[config.mk]
export PLATFORM = sky130hd
export DESIGN_NAME = load_cell_serial_reader
export DESIGN_NICKNAME = d
export VERILOG_FILES = /design/src/rtl/lcsr_pkg.sv /design/src/rtl/load_cell_serial_reader.sv /design/src/rtl/lcsr_cfg.sv /design/src/rtl/lcsr_seq.sv /design/src/rtl/lcsr_scale.sv
export SDC_FILE = /design/constraint.sdc
export NUM_CORES = 2
export LEC_CHECK = 0
export ABC_AREA = 1
export BUFFER_PORTS_ARGS = -buffer_cell sky130_fd_sc_hd__buf_2
export CAP_MARGIN = 40
export CORE_ASPECT_RATIO = 0.9
export CORE_MARGIN = 2
export CORE_UTILIZATION = 50
export CTS_BUF_LIST = sky130_fd_sc_hd__clkbuf_8
export CTS_CLUSTER_DIAMETER = 60
export DETAILED_ROUTE_END_ITERATION = 8
export PLACE_DENSITY = 0.64
export SETUP_SLACK_MARGIN = 0.15
export SYNTH_ARGS = -nofsm -noshare
export SYNTH_HDL_FRONTEND = slang
export SYNTH_SLANG_ARGS = --single-unit
[constraint.sdc]
create_clock -name clk -period 9.6 [get_ports clk]
set_clock_uncertainty 0.05 [all_clocks]
set_input_delay 0.96 -clock clk [delete_from_list [all_inputs] [get_ports clk]]
set_output_delay 0.96 -clock clk [all_outputs]
set_load 0.02 [all_outputs]
[src/rtl/lcsr_pkg.sv]
// ----------------------------------------------------------------------------
// lcsr_pkg
// Shared types and constants for the load-cell serial reader.
// ----------------------------------------------------------------------------
`default_nettype none

package lcsr_pkg;

	// Converter timing and data format
	localparam int POLL_TICKS = 10;
	localparam int DATA_BITS  = 24;

	// Field widths
	localparam int RAW_W      = 24;
	localparam int GAIN_W     = 32;
	localparam int LIMIT_W    = 16;
	localparam int DB_W       = 23;
	localparam int WEIGHT_W   = 16;
	localparam int NET_W      = RAW_W + 2;
	localparam int POLL_W     = 16;
	localparam int DIV_W      = 4;
	localparam int BIT_W      = 5;
	localparam int CFG_IDX_W  = 2;
	localparam int CFG_DATA_W = 32;
	localparam int PROD_W     = RAW_W + GAIN_W;
	localparam int SEXT_SH    = RAW_W - DATA_BITS;

	// Register reset values
	localparam logic signed [RAW_W-1:0] TARE_RST  = -24'sd600000;
	localparam logic [GAIN_W-1:0]       GAIN_RST  = 32'd858993;
	localparam logic [LIMIT_W-1:0]      LIMIT_RST = 16'd10000;
	localparam logic [DB_W-1:0]         DB_RST    = 23'd5000;

	// Configuration register indexes
	typedef enum logic [CFG_IDX_W-1:0] {
		CFG_TARE     = 2'd0,
		CFG_GAIN     = 2'd1,
		CFG_LIMIT    = 2'd2,
		CFG_DEADBAND = 2'd3
	} cfg_idx_t;

	// Current register values
	typedef struct packed {
		logic signed [RAW_W-1:0] tare;
		logic [GAIN_W-1:0]       gain;
		logic [LIMIT_W-1:0]      limit;
		logic [DB_W-1:0]         deadband;
	} cfg_t;

	// First stage result: pin levels, status and clamped net count
	typedef struct packed {
		logic                    clock_pin;
		logic                    busy;
		logic                    done;
		logic                    timed_out;
		logic signed [RAW_W-1:0] raw;
		logic [RAW_W-1:0]        net;
	} s1_t;

endpackage

`default_nettype wire

[src/rtl/load_cell_serial_reader.sv]
// Each result beat is registered in stage 1, then in the output register.
// Throughput: one input beat per cycle when not stalled; the sequencer step
// and net count sit in stage 1, the gain multiply and saturation in stage 2.
// Output stalls hold both stages; input ready follows the output register.
// Reset (arst_n low): idle, counters and held raw/weight cleared, registers
// at their documented defaults. No clearing pass.
// ----------------------------------------------------------------------------
// load_cell_serial_reader
// Two-wire load-cell converter reader with tare, deadband and fixed gain.
// ----------------------------------------------------------------------------
`default_nettype none

module load_cell_serial_reader
	import lcsr_pkg::*;
(
	input  wire logic                  clk,
	input  wire logic                  arst_n,
	input  wire logic                  in_valid,
	output logic                       in_ready,
	input  wire logic                  start_req,
	input  wire logic                  data_pin,
	output logic                       out_valid,
	input  wire logic                  out_ready,
	output logic                       clock_pin,
	output logic                       busy_res,
	output logic                       done_res,
	output logic                       timed_out,
	output logic signed [RAW_W-1:0]    raw_count,
	output logic [WEIGHT_W-1:0]        weight_code,
	input  wire logic                  cfg_valid,
	output logic                       cfg_ready,
	input  wire logic [CFG_IDX_W-1:0]  cfg_index,
	input  wire logic [CFG_DATA_W-1:0] cfg_data
);

	logic en, in_fire, v_s1;
	cfg_t cfg;
	s1_t  res_s1;

	// Pipeline advances whenever the output slot frees up
	assign en        = !out_valid || out_ready;
	assign in_ready  = en;
	assign in_fire   = in_valid && in_ready;
	assign cfg_ready = 1'b1;

	lcsr_cfg u_cfg (
		.clk      (clk),
		.arst_n   (arst_n),
		.wr_en    (cfg_valid),
		.wr_index (cfg_index),
		.wr_data  (cfg_data),
		.cfg      (cfg)
	);

	lcsr_seq u_seq (
		.clk       (clk),
		.arst_n    (arst_n),
		.en        (en),
		.in_fire   (in_fire),
		.start_req (start_req),
		.data_pin  (data_pin),
		.cfg       (cfg),
		.v_s1      (v_s1),
		.res_s1    (res_s1)
	);

	lcsr_scale u_scale (
		.clk         (clk),
		.arst_n      (arst_n),
		.en          (en),
		.v_s1        (v_s1),
		.res_s1      (res_s1),
		.gain        (cfg.gain),
		.out_valid   (out_valid),
		.clock_pin   (clock_pin),
		.busy_res    (busy_res),
		.done_res    (done_res),
		.timed_out   (timed_out),
		.raw_count   (raw_count),
		.weight_code (weight_code)
	);

endmodule

`default_nettype wire

[src/rtl/lcsr_cfg.sv]
// ----------------------------------------------------------------------------
// lcsr_cfg
// Configuration register file: tare, gain, poll limit and zero deadband.
// ----------------------------------------------------------------------------
`default_nettype none

module lcsr_cfg
	import lcsr_pkg::*;
(
	input  wire logic                  clk,
	input  wire logic                  arst_n,
	input  wire logic                  wr_en,
	input  wire logic [CFG_IDX_W-1:0]  wr_index,
	input  wire logic [CFG_DATA_W-1:0] wr_data,
	output cfg_t                       cfg
);

	cfg_t cfg_q;

	// Register writes, one register per beat
	always_ff @(posedge clk or negedge arst_n) begin
		if (!arst_n) begin
			cfg_q.tare     <= TARE_RST;
			cfg_q.gain     <= GAIN_RST;
			cfg_q.limit    <= LIMIT_RST;
			cfg_q.deadband <= DB_RST;
		end else if (wr_en) begin
			unique case (cfg_idx_t'(wr_index))
				CFG_TARE:     cfg_q.tare     <= $signed(wr_data[RAW_W-1:0]);
				CFG_GAIN:     cfg_q.gain     <= wr_data[GAIN_W-1:0];
				CFG_LIMIT:    cfg_q.limit    <= wr_data[LIMIT_W-1:0];
				CFG_DEADBAND: cfg_q.deadband <= wr_data[DB_W-1:0];
				default:      cfg_q          <= cfg_q;
			endcase
		end
	end

	assign cfg = cfg_q;

endmodule

`default_nettype wire

[src/rtl/lcsr_seq.sv]
// ----------------------------------------------------------------------------
// lcsr_seq
// Read sequencer: poll, bit clocking, gain pulse, and net count (stage 1).
// ----------------------------------------------------------------------------
`default_nettype none

module lcsr_seq
	import lcsr_pkg::*;
(
	input  wire logic clk,
	input  wire logic arst_n,
	input  wire logic en,
	input  wire logic in_fire,
	input  wire logic start_req,
	input  wire logic data_pin,
	input  wire cfg_t cfg,
	output logic      v_s1,
	output s1_t       res_s1
);

	typedef enum logic [2:0] {
		PH_IDLE,
		PH_WAIT,
		PH_CLK_HI,
		PH_CLK_LO,
		PH_GAIN_HI,
		PH_GAIN_LO
	} phase_t;

	phase_t                  phase_q, phase_d;
	logic [POLL_W-1:0]       poll_q, poll_d, poll_inc;
	logic [DIV_W-1:0]        div_q, div_d;
	logic [BIT_W-1:0]        bit_q, bit_d, bit_inc;
	logic [RAW_W-1:0]        shift_q, shift_d;
	logic signed [RAW_W-1:0] raw_q, raw_d, shift_raw;
	logic                    clk_pin, done, tmo;
	logic signed [NET_W-1:0] net_full, db_neg, net_adj;
	s1_t                     res_d;

	assign poll_inc  = poll_q + POLL_W'(1);
	assign bit_inc   = bit_q + BIT_W'(1);
	assign shift_raw = $signed(shift_q << SEXT_SH) >>> SEXT_SH;

	// Next state for one tick
	always_comb begin
		phase_d = phase_q;
		poll_d  = poll_q;
		div_d   = div_q;
		bit_d   = bit_q;
		shift_d = shift_q;
		raw_d   = raw_q;
		clk_pin = 1'b0;
		done    = 1'b0;
		tmo     = 1'b0;
		unique case (phase_q)
			PH_IDLE: begin
				if (start_req) begin
					phase_d = PH_WAIT;
					poll_d  = '0;
					div_d   = '0;
				end
			end
			PH_WAIT: begin
				if (div_q != '0) begin
					div_d = div_q - DIV_W'(1);
				end else if (!data_pin) begin
					phase_d = PH_CLK_HI;
					bit_d   = '0;
					shift_d = '0;
					clk_pin = 1'b1;
				end else begin
					poll_d = poll_inc;
					// limit of zero behaves as one
					if (poll_inc >= cfg.limit || poll_inc == '0) begin
						phase_d = PH_IDLE;
						raw_d   = '0;
						done    = 1'b1;
						tmo     = 1'b1;
					end else begin
						div_d = DIV_W'(POLL_TICKS - 1);
					end
				end
			end
			PH_CLK_HI: phase_d = PH_CLK_LO;
			PH_CLK_LO: begin
				shift_d = {shift_q[RAW_W-2:0], data_pin};
				bit_d   = bit_inc;
				phase_d = (bit_inc >= BIT_W'(DATA_BITS)) ? PH_GAIN_HI : PH_CLK_HI;
				clk_pin = 1'b1;
			end
			PH_GAIN_HI: phase_d = PH_GAIN_LO;
			PH_GAIN_LO: begin
				phase_d = PH_IDLE;
				raw_d   = shift_raw;
				done    = 1'b1;
			end
			default: phase_d = PH_IDLE;
		endcase
	end

	// Net count with negative deadband, clamped to positive
	always_comb begin
		net_full = NET_W'(cfg.tare) - NET_W'(raw_d);
		db_neg   = -$signed({{(NET_W-DB_W){1'b0}}, cfg.deadband});
		net_adj  = (net_full < 0 && net_full > db_neg) ? '0 : net_full;
		res_d.clock_pin = clk_pin;
		res_d.busy      = (phase_d != PH_IDLE);
		res_d.done      = done;
		res_d.timed_out = tmo;
		res_d.raw       = raw_d;
		res_d.net       = (net_adj > 0) ? net_adj[RAW_W-1:0] : '0;
	end

	// State and stage 1 register
	always_ff @(posedge clk or negedge arst_n) begin
		if (!arst_n) begin
			phase_q <= PH_IDLE;
			poll_q  <= '0;
			div_q   <= '0;
			bit_q   <= '0;
			shift_q <= '0;
			raw_q   <= '0;
			v_s1    <= 1'b0;
			res_s1  <= '0;
		end else begin
			if (in_fire) begin
				phase_q <= phase_d;
				poll_q  <= poll_d;
				div_q   <= div_d;
				bit_q   <= bit_d;
				shift_q <= shift_d;
				raw_q   <= raw_d;
			end
			if (en) begin
				v_s1   <= in_fire;
				res_s1 <= res_d;
			end
		end
	end

endmodule

`default_nettype wire

[src/rtl/lcsr_scale.sv]
// ----------------------------------------------------------------------------
// lcsr_scale
// Gain multiply, saturation and output register (stage 2).
// ----------------------------------------------------------------------------
`default_nettype none

module lcsr_scale
	import lcsr_pkg::*;
(
	input  wire logic                    clk,
	input  wire logic                    arst_n,
	input  wire logic                    en,
	input  wire logic                    v_s1,
	input  wire s1_t                     res_s1,
	input  wire logic [GAIN_W-1:0]       gain,
	output logic                         out_valid,
	output logic                         clock_pin,
	output logic                         busy_res,
	output logic                         done_res,
	output logic                         timed_out,
	output logic signed [RAW_W-1:0]      raw_count,
	output logic [WEIGHT_W-1:0]          weight_code
);

	localparam logic [RAW_W-1:0] WEIGHT_MAX = RAW_W'((2 ** WEIGHT_W) - 1);

	logic [PROD_W-1:0]   prod;
	logic [RAW_W-1:0]    scaled;
	logic [WEIGHT_W-1:0] weight_new, last_weight_q, weight_d;

	// Q0.32 scaling, truncate, saturate
	assign prod       = PROD_W'(res_s1.net) * PROD_W'(gain);
	assign scaled     = prod[PROD_W-1:GAIN_W];
	assign weight_new = (scaled > WEIGHT_MAX) ? '1 : scaled[WEIGHT_W-1:0];
	assign weight_d   = res_s1.done ? weight_new : last_weight_q;

	// Held weight and output register
	always_ff @(posedge clk or negedge arst_n) begin
		if (!arst_n) begin
			last_weight_q <= '0;
			out_valid     <= 1'b0;
			clock_pin     <= 1'b0;
			busy_res      <= 1'b0;
			done_res      <= 1'b0;
			timed_out     <= 1'b0;
			raw_count     <= '0;
			weight_code   <= '0;
		end else if (en) begin
			out_valid <= v_s1;
			if (v_s1) begin
				last_weight_q <= weight_d;
				clock_pin     <= res_s1.clock_pin;
				busy_res      <= res_s1.busy;
				done_res      <= res_s1.done;
				timed_out     <= res_s1.timed_out;
				raw_count     <= res_s1.raw;
				weight_code   <= weight_d;
			end
		end
	end

endmodule

`default_nettype wire

==> qor.yml <==
outcome:
  status: "finished, final reports clean"
hold_path:
  holdCritPathClass: "in2async"
floorplanning:
  die_h_um: 272
  start_util: 0.503
  die_width_um: 302
  ios: 88
  die-area_mm2: 0.0819
  rows: 98
  core-area_mm2: 0.0792
timing:
  hold_viol: 0
  final.min_clock_period_ps: 8170
  setup_viol: 0
  tns_ps: 0
  max_freq_ghz: 0.122
  tightest_slew_ps: 1140
  slew_viol_final: 0
  rsz0062_at_grt: "false"
  slew_headroom: 0.243
  final.period_utilization: 0.851
synth:
  yosysWarnings: 0
  ys_seq_area_frac: 0.170
  async_reset_ff_frac: 1.00
  synth_common_cells: "nand2_1 (1,579), inv_1 (1,237), fa_1 (658), ha_1 (251)"
  syn_area_per_cell_um2: 7.67
  netlist_instances: 5192
  synth.distinct_cells: 51
  synth_edf_count: 0
  yosysTopAreaCellShare: 0.331
  synth.largest_area_cell: "fa_1"
  syn_nets: 6142
  synthFlopType: "dfrtp_1"
  ys_seq_elements: 269
  yosysMostFrequentCell: "nand2_1"
  syn_area_mm2: 0.0398
  ys_top_cells_by_area: "fa_1 (33%), dfrtp_1 (15%), nand2_1 (15%)"
clocking:
  cts_max_path_buffers: 3
  post_cts_buffers: 0
  cts_hold_buffers: 0
  clk_pin_slew_ps: 60
  cts_tree: "yes"
  cts_resized: 0
  h-tree-depth: 2
  cts_buffers: 48
  clkSinkCount: 269
  clock_latency_ps: 670
  root_buffer: "clkbuf_8"
flow_run:
  cap_violations: 0
setup_path:
  cpMostUsedCell: "fa_1"
  crit_buf_inv: 5
  worstPathRequired_ps: 10090
  critPathKind: "reg2reg"
  worst_setup_path_end_kind: "flip-flop"
  cpPeakStageDelay_ps: 900
  startpoint_type: "flip-flop"
  arrival_ps: 8660
  crit_fanout: 19
  crit_path_top_delay_cell: "dfrtp_1"
  critPathTopFamily: "adder cells"
routing:
  dr.pass1.iters: 6
  ant_nets: 0
  dr_total_vias: 32400
  viasPerCell: 5.18
  drc_errors: 0
  wl_mm: 111
  drt-initial-drc-count: 3008
  drt-wirelength-per-cell_um: 17.9
global_route:
  grt_max_degree: 165
  grt_remaining_overflow: 0
  grt_pass1_vias: 33000
  grt_pass1_wl_mm: 183
  antenna_found_initial: 4
  grtUsageTotal: 0.285
placement:
  place_hpwl_mm: 89.4
  gp_congestion: 0.946
  port_buffers: 86
finish:
  multi_input_comb_area_mm2: 0.0274
  area_growth_pct: 7.07
  drive_gt1_frac: 0.0680
  nFillCells: 7619
  seqCellArea_mm2: 0.00677
  fin_util: 0.538
  num-nets-final: 6101
[layout by cell type (no fill, tap or decap), drive strengths merged, types with 2 or more instances in the layout]
master	instances
nand3	125
o21ai	195
dfstp	32
diode	2
clkinvlp	2
o21a	2
clkinv	4
dfrtp	237
a21o	11
o31ai	3
bufinv	7
xor2	43
nand2	1585
o22ai	49
a211oi	2
inv	1253
nand4	27
nor3	34
a21boi	4
nor2	243
nand3b	6
clkbuf	62
or2	19
xnor2	15
mux2	8
nor4	5
buf	163
a32o	3
a21oi	115
ha	251
and3	3
fa	658
a31oi	7
o21bai	13
[cells by family after synthesis]
logic type                 synth area share
and+or+nand+nor                       0.207
buffers and inverters                 0.142
adders and majority gates             0.410
AOI/OAI and AO/OA                    0.0561
DFF                                   0.170
xor gates and xnor gates             0.0128
muxes                               0.00226
other                             0.0000941
[cell type report]
type,count,area share
antenna,2,0.000117
tap,1050,0.0308
clock buffer,62,0.0200
sequential,269,0.159
timing repair buffer,163,0.0306
clock inverter,28,0.00766
inverter,1238,0.109
multi-input combinational,3431,0.643
[worst register-to-register path: stages, from the launching register on]
cell	delay, ps
dfrtp_1	900
buf_4	350
nand2_1	110
fa_1	590
inv_1	70
fa_1	530
inv_1	50
fa_1	470
fa_1	650
fa_1	510
fa_1	510
inv_1	50
fa_1	470
ha_1	420
a21oi_1	330
o21ai_0	200
a21oi_1	210
o21ai_0	160
a21oi_1	250
nand3_1	100
nand2_1	80
nand3_1	100
nor2_2	560
nand3_1	180
nand2_1	100
inv_1	40
[stage by stage]
step                      instances  setup slack, ps  hold slack [ps]  area (µm²)
final                          6243             1430              351       42600
after global routing           6243              750              414       42600
after CTS                      6240             1590              361       42600
after detailed placement       6150             1670              404       41400
after global placement         6136             1710              398       41100
after floorplan                5192             2780              382       39800
[per-layer routing]
layer  GRT usage  part of all wire  vias to the layer above
met4      0.0546             0.019                        0
met3      0.0700              0.10                      116
met5           0                 0                        -
met2       0.400              0.41                     1224
li1            -                 -                    15100
met1       0.446              0.47                    15900
[registers in the layout, indices dropped and copies added, names as in the netlist, 3 cells and up]
name,cells
u_seq.poll_q,16
u_seq.shift_q,24
u_seq.raw_q,24
u_seq.res_s1,52
u_seq.bit_q,5
u_seq.div_q,4
u_scale.raw_count,24
u_seq.phase_q,3
u_scale.weight_code,16
u_cfg.cfg,95
[worst paths after layout]
| check | from | to | slack, ps | cells after the start |
|---|---|---|---|---|
| max reg2reg | u_seq.res_s1[9]$_DFFE_PN0N_ | u_scale.weight_code[11]$_DFFE_PN0P_ | 1430 | 25 |
| max in group asynchronous | arst_n | u_cfg.cfg[11]$_DFFE_PN0P_ | 7550 | 2 |
| min reg2reg | u_seq.res_s1[46]$_DFFE_PN0N_ | u_scale.raw_count[22]$_DFFE_PN0P_ | 370 | 2 |
| max | u_seq.res_s1[9]$_DFFE_PN0N_ | u_scale.weight_code[11]$_DFFE_PN0P_ | 1430 | 25 |
| min in group clk | u_seq.res_s1[46]$_DFFE_PN0N_ | u_scale.raw_count[22]$_DFFE_PN0P_ | 370 | 2 |
| min | arst_n | u_seq.div_q[3]$_DFFE_PN0P_ | 350 | 1 |
Power is left out: the tool's default activity adds up to more than one toggle a clock period on the data nets, which glitch-free logic cannot reach.
